<file path="config.mk">
export PLATFORM = sky130hd
export DESIGN_NAME = light_gesture_move_encoder_core
export DESIGN_NICKNAME = d
export VERILOG_FILES = /design/src/rtl/core/lgme_pkg.sv /design/src/rtl/core/lgme_sense.sv /design/src/rtl/core/light_gesture_move_encoder_core.sv
export SDC_FILE = /design/constraint.sdc
export NUM_CORES = 1
export LEC_CHECK = 0
export ABC_AREA = 1
export BUFFER_PORTS_ARGS = -buffer_cell sky130_fd_sc_hd__buf_2
export CORE_MARGIN = 1.5
export CORE_UTILIZATION = 49
export CTS_CLUSTER_SIZE = 14
export DETAILED_ROUTE_END_ITERATION = 16
export MAX_ROUTING_LAYER = met4
export PLACE_DENSITY = 0.78
export SYNTH_ARGS = -nofsm -noshare
export SYNTH_HDL_FRONTEND = slang
export SYNTH_SLANG_ARGS = --single-unit
</file>
<file path="constraint.sdc">
create_clock -name clk_i -period 4.2 [get_ports clk_i]
set_input_delay 0.63 -clock clk_i [delete_from_list [all_inputs] [get_ports clk_i]]
set_output_delay 0.63 -clock clk_i [all_outputs]
set_load 0.01 [all_outputs]
</file>
<file path="src/rtl/core/lgme_pkg.sv">
// shared types, constants and helpers of the light gesture move encoder
`default_nettype none

package lgme_pkg;

  localparam int unsigned SampleW = 8;
  localparam int unsigned NumSensors = 4;
  localparam int unsigned CountW = 16;
  localparam int unsigned CodeW = 8;
  localparam int unsigned ApbAddrW = 3;
  localparam int unsigned ApbDataW = 32;

  localparam logic [SampleW-1:0] BrightThrRst = 8'd50;
  localparam logic [SampleW-1:0] ShadeThrRst = 8'd120;

  localparam logic [CodeW-1:0] CodeNone = 8'h00;
  localparam logic [CodeW-1:0] CodeUndef = 8'h01;
  localparam logic [CodeW-1:0] CodeLeft = 8'h61;
  localparam logic [CodeW-1:0] CodeRight = 8'h64;
  localparam logic [CodeW-1:0] CodeDown = 8'h73;
  localparam logic [CodeW-1:0] CodeRotate = 8'h77;

  typedef enum logic {
    REG_BRIGHT_THR = 1'b0,
    REG_SHADE_THR  = 1'b1
  } reg_idx_e;

  typedef enum logic {
    CMD_SAMPLES = 1'b0,
    CMD_TICK    = 1'b1
  } cmd_e;

  typedef enum logic [2:0] {
    MV_NONE   = 3'd0,
    MV_UNDEF  = 3'd1,
    MV_ROTATE = 3'd2,
    MV_RIGHT  = 3'd3,
    MV_LEFT   = 3'd4,
    MV_DOWN   = 3'd5
  } move_e;

  typedef struct packed {
    logic  any;
    logic  single;
    move_e pick;
  } sense_t;

  function automatic logic [CodeW-1:0] code_of(input move_e mv);
    logic [CodeW-1:0] code;
    case (mv)
      MV_NONE:   code = CodeNone;
      MV_ROTATE: code = CodeRotate;
      MV_RIGHT:  code = CodeRight;
      MV_LEFT:   code = CodeLeft;
      MV_DOWN:   code = CodeDown;
      default:   code = CodeUndef;
    endcase
    return code;
  endfunction

  function automatic logic move_valid(input move_e mv);
    return (mv == MV_ROTATE) || (mv == MV_RIGHT) || (mv == MV_LEFT) || (mv == MV_DOWN);
  endfunction

endpackage

`default_nettype wire

</file>
<file path="src/rtl/core/lgme_sense.sv">
// sensor classification: shaded flags, shaded count and single-sensor move pick
`default_nettype none

module lgme_sense
  import lgme_pkg::*;
(
  input  wire logic [SampleW-1:0] sample_bottom_i,
  input  wire logic [SampleW-1:0] sample_left_i,
  input  wire logic [SampleW-1:0] sample_right_i,
  input  wire logic [SampleW-1:0] sample_top_i,
  input  wire logic [SampleW-1:0] bright_thr_i,
  input  wire logic [SampleW-1:0] shade_thr_i,
  output sense_t                  sense_o
);

  logic [SampleW-1:0]    samples [NumSensors];
  logic [NumSensors-1:0] shaded;
  logic [2:0]            nshaded;
  move_e                 pick;

  assign samples[0] = sample_bottom_i;
  assign samples[1] = sample_left_i;
  assign samples[2] = sample_right_i;
  assign samples[3] = sample_top_i;

  always_comb begin
    for (int i = 0; i < NumSensors; i++) begin
      shaded[i] = (samples[i] >= bright_thr_i) && (samples[i] > shade_thr_i);
    end
  end

  assign nshaded = 3'(shaded[0]) + 3'(shaded[1]) + 3'(shaded[2]) + 3'(shaded[3]);

  always_comb begin
    if (shaded[0]) begin
      pick = MV_ROTATE;
    end else if (shaded[1]) begin
      pick = MV_RIGHT;
    end else if (shaded[2]) begin
      pick = MV_LEFT;
    end else begin
      pick = MV_DOWN;
    end
  end

  assign sense_o.any    = |shaded;
  assign sense_o.single = (nshaded == 3'd1);
  assign sense_o.pick   = pick;

endmodule

`default_nettype wire

</file>
<file path="src/rtl/core/light_gesture_move_encoder_core.sv">
// top level of the light gesture move encoder: request staging, move state and result register
//
// usage
//   input stream (s_*): one request per handshake; s_tuser holds cmd (0 = four samples,
//   1 = repeat tick), s_tdata holds the four 8-bit samples. a sample request updates the
//   move state and emits the move byte when a single shaded sensor starts a move; a tick
//   arms the hold flag once, then re-emits the current move with its repeat count.
//   output stream (m_*): m_tdata holds move_code and the 16-bit repeat_count.
//   config port (apb): bright threshold at address 0, shade threshold at address 4;
//   write only while the block is idle.
// timing
//   a request is held in an input register and resolved into the result register once
//   that register is free or being taken; the result is offered from the result register.
//   one request per cycle is accepted; the input and result registers form a two-entry
//   pipeline, so s_tready stays high while the result register is free or being taken.
// reset and stall
//   reset clears the move state, hold flag, counter and both pipeline valids and loads
//   the thresholds with 50 and 120. when m_tready is low with a result waiting, one more
//   request is taken into the input register and then s_tready drops until m_tready rises.
`default_nettype none

module light_gesture_move_encoder_core
  import lgme_pkg::*;
(
  input  wire logic                clk_i,
  input  wire logic                rst_ni,
  // input stream
  input  wire logic                s_tvalid,
  output logic                     s_tready,
  input  wire logic [31:0]         s_tdata,   // sample_bottom, sample_left, sample_right, sample_top
  input  wire logic                s_tuser,   // cmd
  // output stream
  output logic                     m_tvalid,
  input  wire logic                m_tready,
  output logic [23:0]              m_tdata,   // move_code, repeat_count
  // config port
  input  wire logic                psel,
  input  wire logic                penable,
  input  wire logic                pwrite,
  input  wire logic [ApbAddrW-1:0] paddr,
  input  wire logic [ApbDataW-1:0] pwdata,
  output logic [ApbDataW-1:0]      prdata,
  output logic                     pready
);

  logic [SampleW-1:0] bright_thr_q, shade_thr_q;
  reg_idx_e           reg_idx;
  logic               cfg_wr;

  logic               in_valid_q;
  logic [31:0]        in_data_q;
  cmd_e               in_cmd_q;
  logic               advance;

  move_e              move_q, move_d;
  logic               hold_q, hold_d;
  logic [CountW-1:0]  cnt_q, cnt_d;
  logic               emit;
  logic [CodeW-1:0]   res_code;
  logic [CountW-1:0]  res_cnt;

  logic               out_valid_q;
  logic [CodeW-1:0]   out_code_q;
  logic [CountW-1:0]  out_cnt_q;

  sense_t             sense;

  // config registers
  assign pready  = 1'b1;
  assign reg_idx = reg_idx_e'(paddr[2]);
  assign cfg_wr  = psel && penable && pwrite && pready;

  always_comb begin
    case (reg_idx)
      REG_BRIGHT_THR: prdata = ApbDataW'(bright_thr_q);
      REG_SHADE_THR:  prdata = ApbDataW'(shade_thr_q);
      default:        prdata = '0;
    endcase
  end

  always_ff @(posedge clk_i or negedge rst_ni) begin
    if (!rst_ni) begin
      bright_thr_q <= BrightThrRst;
      shade_thr_q  <= ShadeThrRst;
    end else if (cfg_wr) begin
      case (reg_idx)
        REG_BRIGHT_THR: bright_thr_q <= pwdata[SampleW-1:0];
        REG_SHADE_THR:  shade_thr_q  <= pwdata[SampleW-1:0];
        default:        ;
      endcase
    end
  end

  // input register
  assign advance  = !out_valid_q || m_tready;
  assign s_tready = !in_valid_q || advance;

  always_ff @(posedge clk_i or negedge rst_ni) begin
    if (!rst_ni) begin
      in_valid_q <= 1'b0;
    end else if (s_tready) begin
      in_valid_q <= s_tvalid;
    end
  end

  always_ff @(posedge clk_i) begin
    if (s_tready && s_tvalid) begin
      in_data_q <= s_tdata;
      in_cmd_q  <= cmd_e'(s_tuser);
    end
  end

  lgme_sense u_sense (
    .sample_bottom_i (in_data_q[7:0]),
    .sample_left_i   (in_data_q[15:8]),
    .sample_right_i  (in_data_q[23:16]),
    .sample_top_i    (in_data_q[31:24]),
    .bright_thr_i    (bright_thr_q),
    .shade_thr_i     (shade_thr_q),
    .sense_o         (sense)
  );

  // move state update
  always_comb begin
    move_d   = move_q;
    hold_d   = hold_q;
    cnt_d    = cnt_q;
    emit     = 1'b0;
    res_code = code_of(move_q);
    res_cnt  = cnt_q;
    case (in_cmd_q)
      CMD_TICK: begin
        if (move_valid(move_q)) begin
          if (!hold_q) begin
            hold_d = 1'b1;
          end else begin
            emit = 1'b1;
            if (cnt_q != '1) begin
              cnt_d = cnt_q + CountW'(1);
            end
          end
        end
      end
      CMD_SAMPLES: begin
        if (!sense.any) begin
          move_d = MV_NONE;
          hold_d = 1'b0;
        end else if (move_q == MV_NONE) begin
          hold_d = 1'b0;
          if (sense.single) begin
            move_d   = sense.pick;
            cnt_d    = CountW'(1);
            emit     = 1'b1;
            res_code = code_of(sense.pick);
            res_cnt  = CountW'(1);
          end else begin
            move_d = MV_UNDEF;
          end
        end
      end
      default: ;
    endcase
  end

  always_ff @(posedge clk_i or negedge rst_ni) begin
    if (!rst_ni) begin
      move_q      <= MV_NONE;
      hold_q      <= 1'b0;
      cnt_q       <= '0;
      out_valid_q <= 1'b0;
    end else if (advance) begin
      out_valid_q <= in_valid_q && emit;
      if (in_valid_q) begin
        move_q <= move_d;
        hold_q <= hold_d;
        cnt_q  <= cnt_d;
      end
    end
  end

  always_ff @(posedge clk_i) begin
    if (advance && in_valid_q && emit) begin
      out_code_q <= res_code;
      out_cnt_q  <= res_cnt;
    end
  end

  assign m_tvalid = out_valid_q;
  assign m_tdata  = {out_cnt_q, out_code_q};

  // checks
  a_result_count_nonzero: assert property (@(posedge clk_i) disable iff (!rst_ni)
    m_tvalid |-> (m_tdata[23:8] != '0))
    else $error("result with zero repeat count");

  a_hold_needs_move: assert property (@(posedge clk_i) disable iff (!rst_ni)
    hold_q |-> move_valid(move_q))
    else $error("hold flag set without a valid move");

  a_move_has_count: assert property (@(posedge clk_i) disable iff (!rst_ni)
    move_valid(move_q) |-> (cnt_q != '0))
    else $error("valid move with zero repeat counter");

endmodule

`default_nettype wire

</file>
* After elaboration in Yosys (flattened, before gate mapping)
Index checks and enable logic that the tools add are counted.
** Operators by class
- $lt $le $gt $ge :: 8
- Reduce and logical (&&, ||, !) cells :: 25
- Equality and inequality tests :: 15
- Add/subtract/negate cells :: 4
- Bitwise logic cells :: 2
- Muxes and demuxes :: 31
** Operator list (count)
- 2-to-1 mux 16 bit :: 7
- one-hot mux 7 bit (5 select lines) :: 2
- one-hot mux 32 bit (2 select lines) :: 1
- >= comparator 8 bit :: 4
- > comparator 8 bit :: 4
- 2-to-1 mux 8 bit :: 4
- one-hot mux 16 bit (2 select lines) :: 1
- adder 16 x 1 -> 16 bit, second input constant :: 1
- != test 16 bit, second input constant :: 1
- 2-to-1 mux 3 bit :: 5
- equality test 3 x 2 -> 1 bit, second input constant :: 4
- equality test 3 bit, second input constant :: 4
- logical AND 1 bit :: 10
- 2-to-1 mux 1 bit :: 9
- != test 2 x 1 -> 1 bit, second input constant :: 4
- AND reduction 4 bit :: 2
- adder 3 x 1 -> 3 bit :: 2
- zero test 3 bit :: 2
- logical OR 1 bit :: 5
- AND reduction 5 bit :: 1
- one-hot mux 1 bit (2 select lines) :: 2
- AND reduction 2 bit :: 2
- OR reduction 4 bit :: 1
- equality test 3 x 1 -> 1 bit, second input constant :: 1
- other kinds (4) :: 6
** Word-level totals
- Logic and storage cells :: 96
- Register bits after elaboration :: 95
- Bits of input ports :: 75

* Depth between registers and ports, before layout
Gate-level depths: netlist of the first run.
- Depth in word-level cells :: 11
- Gate-level depth with buffers :: 21

* By module
From an unflattened synthesis of the first run, not the netlist that was laid out.
** Second synthesis, totals
- Cells, all modules :: 692
- Area total of the unflattened synthesis :: 5908.2 µm²
** Modules (own cells, without submodules)
- light_gesture_move_encoder_core :: seq. area each 2551.2 µm², instances 1, cells each 450, area an instance 4259.1 µm²
- lgme_sense :: seq. area each 0.0 µm², instances 1, cells each 242, area an instance 1649.1 µm²

* Least setup slack after synthesis of the first run
OpenSTA, ideal clock, no wires.
- Path kind :: reg2reg
- Start point :: register shade_thr_q[3]
- End point :: register out_cnt_q[0] (enable)
- Library setup time :: 0.397 ns
- Period minus slack after synthesis :: 4.442 ns
- Cell stages (with the launch flop) :: 20
- Setup slack :: -0.242 ns
- Data required time :: 3.803 ns
- Arrival :: 4.045 ns
- Path buffers :: 0
- Cells stage by stage :: dfstp_2 inv_1 ha_1 nand2_1 inv_1 o21ai_0 nand2_1 nand2_1 o211ai_1 nand3_1 ha_1 fa_1 ha_1 nor3_1 inv_1 nor2_1 nand2_1 nand2_2 inv_1 nor2_1
** On the way
- Word-level cells in the longest chain between the ends :: 11
** Ends and longest elaborated chain
- from (decl) :: line light_gesture_move_encoder_core.sv:46 : logic [SampleW-1:0] bright_thr_q, shade_thr_q;
- from (signal assigned) :: line light_gesture_move_encoder_core.sv:84 : shade_thr_q <= ShadeThrRst;
- from (signal assigned) :: line light_gesture_move_encoder_core.sv:88 : REG_SHADE_THR: shade_thr_q <= pwdata[SampleW-1:0];
- > comparator 8 bit :: line lgme_sense.sv:28 : shaded[i] = (samples[i] >= bright_thr_i) && (samples[i] > shade_thr_i);
- logical AND 1 bit :: line lgme_sense.sv:28
- adder 1 x 1 -> 2 bit :: line lgme_sense.sv:32 : assign nshaded = 3'(shaded[0]) + 3'(shaded[1]) + 3'(shaded[2]) + 3'(shaded[3]);
- adder 3 x 1 -> 3 bit (2 in a row) :: line lgme_sense.sv:32
- equality test 3 x 1 -> 1 bit :: line lgme_sense.sv:47 : assign sense_o.single = (nshaded == 3'd1);
- 2-to-1 mux 1 bit :: line light_gesture_move_encoder_core.sv:150 : if (sense.single) begin
- 2-to-1 mux 1 bit :: line light_gesture_move_encoder_core.sv:148 : end else if (move_q == MV_NONE) begin
- 2-to-1 mux 1 bit (*) :: line light_gesture_move_encoder_core.sv:145 : if (!sense.any) begin
- one-hot mux 1 bit (2 select lines) (*) :: line light_gesture_move_encoder_core.sv:131 : case (in_cmd_q)
- logical AND 1 bit (*) :: line light_gesture_move_encoder_core.sv:182 : if (advance && in_valid_q && emit) begin
- to (signal assigned) :: line light_gesture_move_encoder_core.sv:184 : out_cnt_q <= res_cnt;
- to (decl) :: line light_gesture_move_encoder_core.sv:64 : logic [CountW-1:0] out_cnt_q;
Every way passes the cells marked *; elsewhere a longest branch is shown, timed or not.
A chain may end at the register's enable or synchronous reset.

* Final worst setup path of the first run
- Start point :: register bright_thr_q[5]
- End point :: register out_cnt_q[1] (enable)
** On the way
- Word-level cells in the longest chain between the ends :: 11
** Ends and longest elaborated chain
- from (decl) :: line light_gesture_move_encoder_core.sv:46
- from (signal assigned) :: line light_gesture_move_encoder_core.sv:83 : bright_thr_q <= BrightThrRst;
- from (signal assigned) :: line light_gesture_move_encoder_core.sv:87 : REG_BRIGHT_THR: bright_thr_q <= pwdata[SampleW-1:0];
- >= comparator 8 bit :: line lgme_sense.sv:28
- logical AND 1 bit :: line lgme_sense.sv:28
- adder 1 x 1 -> 2 bit :: line lgme_sense.sv:32
- adder 3 x 1 -> 3 bit (2 in a row) :: line lgme_sense.sv:32
- equality test 3 x 1 -> 1 bit :: line lgme_sense.sv:47
- 2-to-1 mux 1 bit :: line light_gesture_move_encoder_core.sv:150
- 2-to-1 mux 1 bit :: line light_gesture_move_encoder_core.sv:148
- 2-to-1 mux 1 bit (*) :: line light_gesture_move_encoder_core.sv:145
- one-hot mux 1 bit (2 select lines) (*) :: line light_gesture_move_encoder_core.sv:131
- logical AND 1 bit (*) :: line light_gesture_move_encoder_core.sv:182
Marked as above.

==> results.toml, run 1 <==
[yosys]
avgSynthCellArea_um2 = 8.76
synthCells = 655
seq_area_frac_synth = 0.445
synth_top_cell_area_share = 0.277
synthesis.area_mm2 = 0.00574
synth_warnings = 0
ys_ff_latch = 91
synthTopCellsByArea = "edfxtp_1 (28%), ha_1 (15%), dfrtp_1 (14%)"
synth.distinct_cells = 38
yosys.area.top_type = "edfxtp_1"

[global_route]
grt_pass1_wl_mm = 18.4
grt_use_total = 0.193
antenna_found_initial = 0
gr-total-overflow = 0
grt_max_degree = 39
grt_pass1_vias = 3976

[final_layout]
regArea_mm2 = 0.00255
nNetsFinal = 886
multiInputGateArea_mm2 = 0.00265
fillers = 1055
n_antenna_cell = 0
final_cell_mix = "nand2_1 (148), inv_1 (97), buf_2 (80)"
final_util = 0.572
mostFrequentLayoutCell = "nand2_1"
drive_above_1_share = 0.192
syn2layout_area_growth_pct = 13.9
final_cells = 888

[timing]
tns_ns = 0
hold_viol = 0
slew_viol_final = 0
max_freq_mhz = 255
worst_slew_pin_slew_ns = 0.897
relSlewSlack = 0.402
setup_violations = 0
rsz0062_at_grt = "false"
fin_crit_sh = 0.934
period_needed_ns = 3.92
hold_ws_ns = 0.402
fin_worst_skew_ns = 0.00754

[worst_setup_path]
slowest_delay_ns = 0.53
reg2reg_to = "out_cnt_q[1]"
path_buf_inv = 4
startpoint_type = "flip-flop"
r2r_start = "bright_thr_q[5]"
worst-endpoint-arrival_ns = 3.98
cp_slowest_cell = "dfstp_2"
cp_cell_sequence = "inv_1, ha_1, a21oi_1, nor2_1, nor3_1, nand3_1, nand3_1, ha_1, fa_1, ha_1, nor3_2, inv_1, nor2_2, nand2_1, nand2_2, inv_1, nor2_2, buf_12"
critical_path.max_fanout = 20
crit_path_end_kind = "flip-flop"
crit_required_ns = 4.26
path_class = "flip-flop to flip-flop"
r2r_cells = 18
critPathTopFamily = "adder cells"
ff2ff_setup_slack_ns = 0.28

[power]
ir_drop_mv = 0.442
power_density_mw_per_mm2 = 533
finalPower_uw = 3480
leakagePower_uw = 0.00329

[routing]
routed_via_density = 4.85
drt_pass1_iterations = 4
wl_mm = 10.9
drcViolationCount = 0
drtAntennaViolNets = 0
vias = 4309
drt_iter0_markers = 188
wl_per_cell_um = 12.3

[clock_network]
ctsHoldBuffers = 0
clock_path_buffers = 2
htreeDepth = 3
clock_sinks = 91
cts_buffers = 9
root_buffer = "clkbuf_16"
clk_latency_ns = 0.35
cts_tree = "built"
cts.clk_slew.worst_paths_ns = 0.06

[placement]
dpl.cell_count = 872
hpwlAfterDp_mm = 8.57
gp_congestion = 0.821
io_buffers = 80

[outcome]
status = "finished, final reports clean"

[die]
dieWidth_um = 111
die_h_um = 111
num_rows = 39
initial_core_util = 0.503
io_pins = 134
die_area_mm2 = 0.0124
core_area_mm2 = 0.0114

[min_path]
hp-class = "primary input to async pin"

[flow_run]
drv_cap = 0
-- flip-flops by register name, indices dropped and copies added (netlist names) --
name / flops
bright_thr_q: 8
cnt_q: 16
hold_q: 1
in_cmd_q: 1
in_data_q: 32
in_valid_q: 1
m_tvalid: 1
move_q: 3
out_cnt_q: 16
out_code_q: 4
shade_thr_q: 8
-- worst reg2reg max path: stages (launching register included) --
cell and delay, ns:
dfstp_2 0.53, inv_1 0.12, ha_1 0.34, a21oi_1 0.15, nor2_1 0.06, nor3_1 0.16
nand3_1 0.10, nand3_1 0.14, ha_1 0.26, fa_1 0.38, ha_1 0.29, nor3_2 0.24
inv_1 0.13, nor2_2 0.13, nand2_1 0.14, nand2_2 0.10, inv_1 0.06, nor2_2 0.13
buf_12 0.18
-- layer usage --
layer,track usage,part of all wire,vias up
met4,0.0692,0.014,0
met1,0.230,0.45,1933
met2,0.322,0.50,99
met5,-,0,-
met3,0.0459,0.043,14
li1,-,-,2263
-- Yosys cell counts --
library cell / n
dfrtp_1: 31
nor2_1: 50
buf_1: 1
buf_4: 30
clkbuf_1: 3
fa_1: 1
nand3_1: 27
xor2_1: 2
nand2_4: 1
nor3_1: 7
a21oi_2: 1
nand3b_1: 1
o21a_1: 3
nand3_2: 4
o211ai_1: 2
nor2_4: 4
buf_6: 1
o31ai_1: 2
o22ai_1: 1
ha_1: 70
inv_1: 97
o21ai_1: 3
dfstp_2: 7
nand2_1: 148
a21oi_1: 30
nor2_2: 3
and3_1: 2
or2_2: 2
o21ai_0: 38
a21o_1: 2
edfxtp_1: 53
nand4_1: 10
conb_1: 2
buf_2: 2
nand2_2: 6
nor3_2: 1
inv_2: 6
a31o_2: 1
-- how the worst max path moves through the flow --
stage,start,to,slack (ns),cells after the start
after floorplan,shade_thr_q[3],out_cnt_q[0],0.08,19
after global placement,bright_thr_q[5],out_cnt_q[1],0.21,18
after detailed placement,bright_thr_q[5],out_cnt_q[1],0.11,18
after CTS,bright_thr_q[5],out_cnt_q[7],0.08,18
after global routing,bright_thr_q[5],out_cnt_q[7],0.04,18
final,bright_thr_q[5],out_cnt_q[1],0.28,18
-- per-stage QoR --
stage / setup slack [ns] / cell area (µm²)
4_1_cts: 0.0833 / 6520
6_report: 0.277 / 6540
3_3_place_gp: 0.213 / 6210
3_5_place_dp: 0.111 / 6210
5_1_grt: 0.0425 / 6540
2_1_floorplan: 0.0849 / 5830
-- kinds of logic (layout without fill, tap and decap cells) --
| group | after synthesis | in the layout | synth area share |
|---|---|---|---|
| and+or+nand+nor | 266 | 266 | 0.204 |
| AOI/OAI and AO/OA | 83 | 83 | 0.0778 |
| other | 2 | 27 | 0.00131 |
| adders and majority gates | 71 | 71 | 0.156 |
| DFF | 91 | 91 | 0.445 |
| buffers and inverters | 140 | 205 | 0.113 |
| xor gates and xnor gates | 2 | 2 | 0.00305 |
-- where the power goes --
| part | total, µW | switching (µW) | internal (µW) |
|---|---|---|---|
| sequential | 1330 | 139 | 1190 |
| clock | 836 | 340 | 496 |
| combinational | 1320 | 828 | 492 |
| total | 3480 | 1310 | 2170 |
-- area by class of cell --
cell class / count / area share
Tap cell: 143 / 0.0274
Inverter: 103 / 0.0592
Clock inverter: 6 / 0.00919
Clock buffer: 10 / 0.0383
Timing Repair Buffer: 86 / 0.0701
Multi-Input combinational cell: 449 / 0.406
Sequential cell: 91 / 0.390
-- timing repair --
| action | CTS | global route |
|---|---|---|
| endpoints found under the setup margin | 0 | 26 |
| buffers inserted | 0 | 0 |
| resized for setup | 0 | 4 |
Note: power is estimated with default switching activity, not from simulation.
==> run 2: changes to the inputs <==
--- a/config.mk
+++ b/config.mk
@@ -7,12 +7,14 @@
 export LEC_CHECK = 0
 export ABC_AREA = 1
 export BUFFER_PORTS_ARGS = -buffer_cell sky130_fd_sc_hd__buf_2
+export CELL_PAD_IN_SITES_DETAIL_PLACEMENT = 1
+export CELL_PAD_IN_SITES_GLOBAL_PLACEMENT = 1
 export CORE_MARGIN = 1.5
-export CORE_UTILIZATION = 49
+export CORE_UTILIZATION = 37
 export CTS_CLUSTER_SIZE = 14
 export DETAILED_ROUTE_END_ITERATION = 16
 export MAX_ROUTING_LAYER = met4
-export PLACE_DENSITY = 0.78
+export PLACE_DENSITY = 0.79
 export SYNTH_ARGS = -nofsm -noshare
 export SYNTH_HDL_FRONTEND = slang
 export SYNTH_SLANG_ARGS = --single-unit
==> run 2 against run 1 <==
Via count up 3.8%. Register-to-register slack worse by 0.03 ns. Non-clock buffer count up 3. Utilization down 14 points. Sequential share of layout area down 0.22 points. Final area up 0.56%. Routed wire length up 28%. Cell count up 5.4%. Critical path depth unchanged. Power up 1.2%. Fmax down 0.82%. Largest power group is now combinational cells.
==> results.toml, run 2 (synthesized netlist as in run 1, its figures left out) <==
[outcome]
status = "finished, final reports clean"

[final_layout]
regArea_mm2 = 0.00255
mostFrequentLayoutCell = "nand2_1"
fillers = 1835
regMostFlops = "in_data_q"
largest_register_ffs = 32
final_cell_mix = "nand2_1 (148), inv_1 (97), buf_2 (80)"
final_cells = 936
final_util = 0.434
multiInputGateArea_mm2 = 0.00265
largestRegisters = "in_data_q: 32 flops, cnt_q: 16 flops, out_cnt_q: 16 flops"
nNetsFinal = 889
n_antenna_cell = 0
drive_above_1_share = 0.194
stdcell_area_mm2 = 0.00657
syn2layout_area_growth_pct = 14.5

[clock_network]
root_buffer = "clkbuf_16"
clock_sinks = 91
cts_tree = "built"
clk_latency_ns = 0.36
ctsHoldBuffers = 0
clock_path_buffers = 2
post_cts_buffers = 0
cts_buffers = 9
cts.clk_slew.worst_paths_ns = 0.07
htreeDepth = 3
cts_resized = 0

[timing]
worst_slew_pin_slew_ns = 0.945
period_needed_ns = 3.96
setup_violations = 0
relSlewSlack = 0.370
slew_viol_final = 0
fin_crit_sh = 0.942
fin_worst_skew_ns = 0.00963
max_freq_mhz = 253
hold_viol = 0

[power]
swShare = 0.399
clock_power_share = 0.220
power_switching_uw = 1410
leakagePower_uw = 0.00328
p_comb_frac = 0.402
power_density_mw_per_mm2 = 536
pwr-share-seq = 0.379
intPower_uw = 2120
ir_drop_mv = 0.232

[routing]
routed_via_density = 4.78
drcViolationCount = 0
drt_pass1_iterations = 4
vias = 4472
drt_iter0_markers = 203
wl_met2_mm = 6.40
wl_per_cell_um = 15.0
dr.max_layer_used = "met4"
wl_mm = 14.0
drtAntennaViolNets = 0
wl_met3_um = 382
wl_met1_mm = 6.89

[worst_setup_path]
critPathTopFamily = "adder cells"
path_class = "flip-flop to flip-flop"
critical_path.max_fanout = 9
slowest_delay_ns = 0.53
startpoint_type = "flip-flop"
cp_slowest_cell = "dfstp_2"
path_buf_inv = 4
cp_cell_sequence = "inv_1, ha_1, a21oi_1, nor2_1, nor3_2, nand3_1, nand3_1, ha_1, fa_1, ha_1, nor3_2, inv_1, nor2_2, nand2_1, nand2_2, inv_1, nor2_2, buf_4"
crit_required_ns = 4.26
worst-endpoint-arrival_ns = 4.02
crit_path_end_kind = "flip-flop"

[flow_run]
drv_cap = 0

[die]
core_area_mm2 = 0.0151
dieWidth_um = 128
die_h_um = 128
num_rows = 45
io_pins = 134
die_area_mm2 = 0.0163
initial_core_util = 0.379

[placement]
dpl-instance-area_mm2 = 0.00628
io_buffers = 80
dpl.cell_count = 920
gp_congestion = 0.862
hpwlAfterDp_mm = 10.8

[global_route]
gr-total-overflow = 0
grt_pass1_wl_mm = 22.6
antenna_found_initial = 0
grt_use_total = 0.187
grt_pass1_vias = 4530
grt_max_degree = 39

[min_path]
hp-class = "primary input to async pin"
run 2: cell count changes in the layout (fill, tap and decap cells not counted), moves of 2 or more:
cell | previous run | this run
buf_4 | 5 | 8
clkinvlp_4 | 0 | 2
inv_6 | 1 | 3
clkinv_2 | 3 | 0
run 2: power groups by stage:
stage	Combinational [µW]	Sequential (µW)	Clock, µW
4_1_cts	1410	1340	798
3_3_place_gp	1330	1350	0
2_1_floorplan	958	1330	0
5_1_grt	1630	1360	833
6_report	1420	1340	774
3_5_place_dp	1390	1350	0
run 2: layout make-up:
type / instances / area share
multi-input combinational: 449 / 0.403
sequential: 91 / 0.388
timing repair buffer: 89 / 0.0718
inverter: 103 / 0.0588
tap: 188 / 0.0358
clock buffer: 10 / 0.0348
clock inverter: 6 / 0.00724
run 2: per-layer routing:
metal  global-route usage  vias to the layer above
met5                    -                        -
met4               0.0836                        0
met3               0.0201                       18
met2                0.283                       89
met1                0.253                     2101
li1                     -                     2264
run 2: path summary, 6_finish.rpt:
kind / slack [ns] / from / endpoint / depth (start not counted)
min in group clk_i: 0.45 / s_tdata[5] / in_data_q[5] / 1
setup / recovery: 0.24 / bright_thr_q[5] / out_code_q[2] / 18
max in group asynchronous: 3.19 / rst_ni / bright_thr_q[3] / 1
hold reg to reg: 0.49 / bright_thr_q[5] / bright_thr_q[5] / 2
setup reg to reg: 0.24 / bright_thr_q[5] / out_code_q[2] / 18
hold / removal: 0.43 / rst_ni / cnt_q[5] / 1
run 2: stage by stage:
step	hold slack, ns	setup slack, ns	TNS, ns	total power [µW]
2_1_floorplan	0.334	0.0849	0	2290
3_3_place_gp	0.467	0.234	0	2670
3_5_place_dp	0.483	0.141	0	2750
4_1_cts	0.435	0.0602	0	3540
5_1_grt	0.439	-0.0100	-0.0743	3830
6_report	0.428	0.244	0	3520
==> run 3: changes to the inputs <==
--- a/config.mk
+++ b/config.mk
@@ -6,15 +6,15 @@
 export NUM_CORES = 1
 export LEC_CHECK = 0
 export ABC_AREA = 1
-export BUFFER_PORTS_ARGS = -buffer_cell sky130_fd_sc_hd__buf_2
 export CELL_PAD_IN_SITES_DETAIL_PLACEMENT = 1
 export CELL_PAD_IN_SITES_GLOBAL_PLACEMENT = 1
 export CORE_MARGIN = 1.5
-export CORE_UTILIZATION = 37
+export CORE_UTILIZATION = 43
 export CTS_CLUSTER_SIZE = 14
 export DETAILED_ROUTE_END_ITERATION = 16
+export DONT_BUFFER_PORTS = 1
 export MAX_ROUTING_LAYER = met4
-export PLACE_DENSITY = 0.79
+export PLACE_DENSITY = 0.77
 export SYNTH_ARGS = -nofsm -noshare
 export SYNTH_HDL_FRONTEND = slang
 export SYNTH_SLANG_ARGS = --single-unit
==> run 3 against run 2 <==
Routed wire length up 6.6%. Non-clock buffer count down 81. Fmax up 0.61%. Utilization up 4.1 points. Critical endpoint unchanged. Global-route usage up 4.0 points. Highest routed layer unchanged. Largest power group is now registers. Register-to-register slack better by 0.02 ns. Power up 1.8%. Clock skew up 0.0019 ns.
==> results.toml, run 3 (synthesized netlist as in run 1, its figures left out) <==
[timing]
slew_viol_final = 0
hold_viol = 0
tns_ns = 0
worst_slew_pin_slew_ns = 0.845
max_freq_mhz = 254
period_needed_ns = 3.93
setup_violations = 0
hold_ws_ns = 0.0969
relSlewSlack = 0.436
fin_crit_sh = 0.936
rsz0062_at_grt = "false"
fin_worst_skew_ns = 0.0116

[final_layout]
n_antenna_cell = 0
syn2layout_area_growth_pct = 8.74
fillers = 1576
mostFrequentLayoutCell = "nand2_1"
final_cell_mix = "nand2_1 (147), inv_1 (96), ha_1 (70)"
largestRegisters = "in_data_q: 32 flops, cnt_q: 16 flops, out_cnt_q: 16 flops"
multiInputGateArea_mm2 = 0.00267
nNetsFinal = 808
regMostFlops = "in_data_q"
regArea_mm2 = 0.00255
drive_above_1_share = 0.100
largest_register_ffs = 32

[global_route]
gr-total-overflow = 0
grt_pass1_vias = 4759
grtUsageMet2 = 0.386
grt_pass1_wl_mm = 23.9
grt_max_degree = 32
grt_use_total = 0.227
grt_util_met3 = 0.0661
grtUsageMet1 = 0.259
antenna_found_initial = 0
grt-busiest-layer = "met2"

[min_path]
hp-class = "primary input to async pin"

[worst_setup_path]
critical_path.max_fanout = 10
reg2reg_to = "out_code_q[2]"
crit_path_end_kind = "flip-flop"
r2r_start = "bright_thr_q[5]"
startpoint_type = "flip-flop"
path_class = "flip-flop to flip-flop"
ff2ff_setup_slack_ns = 0.27
crit_required_ns = 4.27
r2r_cells = 18
worst-endpoint-arrival_ns = 4.00

[routing]
vias = 4384
wl_mm = 14.9
drt_iter0_markers = 234
wl_per_cell_um = 17.7
drcViolationCount = 0
drt_pass1_iterations = 4
routed_via_density = 5.20
drtAntennaViolNets = 0

[power]
leakagePower_uw = 0.00298
ir_drop_mv = 0.289
power_density_mw_per_mm2 = 575

[flow_run]
drv_cap = 0

[die]
num_rows = 42
die_area_mm2 = 0.0140
initial_core_util = 0.437
die_h_um = 119
core_area_mm2 = 0.0131
io_pins = 134
dieWidth_um = 119

[clock_network]
clock_path_buffers = 2
cts.clk_slew.worst_paths_ns = 0.07
htreeDepth = 3
post_cts_buffers = 0
clk_latency_ns = 0.36
cts_buffers = 9
clock_sinks = 91
root_buffer = "clkbuf_16"
cts_tree = "built"

[outcome]
status = "finished, final reports clean"

[placement]
io_buffers = 0
gp_congestion = 0.829
hpwlAfterDp_mm = 11.3
[run 3: final cells by class]
| cell class | count | share of cell area |
|---|---|---|
| Timing Repair Buffer | 8 | 0.0164 |
| Clock inverter | 7 | 0.0136 |
| Sequential cell | 91 | 0.409 |
| Tap cell | 176 | 0.0353 |
| Multi-Input combinational cell | 449 | 0.428 |
| Clock buffer | 9 | 0.0361 |
| Inverter | 103 | 0.0620 |
[run 3: stage by stage]
stage / total power [µW] / cell area (µm²) / worst slack, ns / utilization / std cells
after floorplan: 2290 / 5830 / 0.0849 / - / 680
after global placement: 2550 / 5850 / 0.147 / 0.445 / 825
after detailed placement: 2670 / 5850 / 0.0434 / 0.445 / 825
after CTS: 3540 / 6180 / 0.0263 / 0.470 / 842
after global routing: 3850 / 6240 / 0.0946 / 0.475 / 843
final: 3590 / 6240 / 0.268 / 0.475 / 843
[run 3: layer usage]
metal / up-vias / part of all wire / routed length (µm)
met2: 113 / 0.49 / 7360
li1: 2106 / - / -
met5: - / 0 / 0
met1: 2142 / 0.42 / 6300
met3: 23 / 0.066 / 987
met4: 0 / 0.019 / 291
[run 3: worst max-delay path by stage]
stage	start	endpoint
2_1_floorplan	shade_thr_q[3]	out_cnt_q[0]
3_3_place_gp	bright_thr_q[5]	out_cnt_q[3]
3_5_place_dp	bright_thr_q[5]	out_cnt_q[3]
4_1_cts	bright_thr_q[5]	out_code_q[5]
5_1_grt	bright_thr_q[5]	out_cnt_q[13]
6_report	bright_thr_q[5]	out_code_q[2]
[run 3: worst max-delay path, stage by stage, from the launching register on]
cell and delay (ns):
dfstp_2 0.53, inv_1 0.12, ha_1 0.34, a21oi_1 0.14, nor2_1 0.05, nor3_1 0.17, nand3_1 0.12, nand3_1 0.16
ha_1 0.27, fa_1 0.37, ha_1 0.32, nor3_4 0.23, inv_2 0.09, nor2_4 0.11, nand2_2 0.11, nand2_2 0.08
inv_1 0.08, nor2_4 0.16, clkbuf_16 0.20
[run 3: report_power, final]
part	internal (µW)	leakage [µW]	switching, µW
logic	478	0.00186	896
clock network	471	0.000149	374
registers	1190	0.000977	181
total	2140	0.00298	1450
[run 3: what timing repair did]
| action | CTS | global route |
|---|---|---|
| resized for setup | 0 | 10 |
| hold buffers | 1 | 0 |
| setup endpoints to repair | 0 | 47 |
| endpoints found under the hold margin | 31 | 0 |
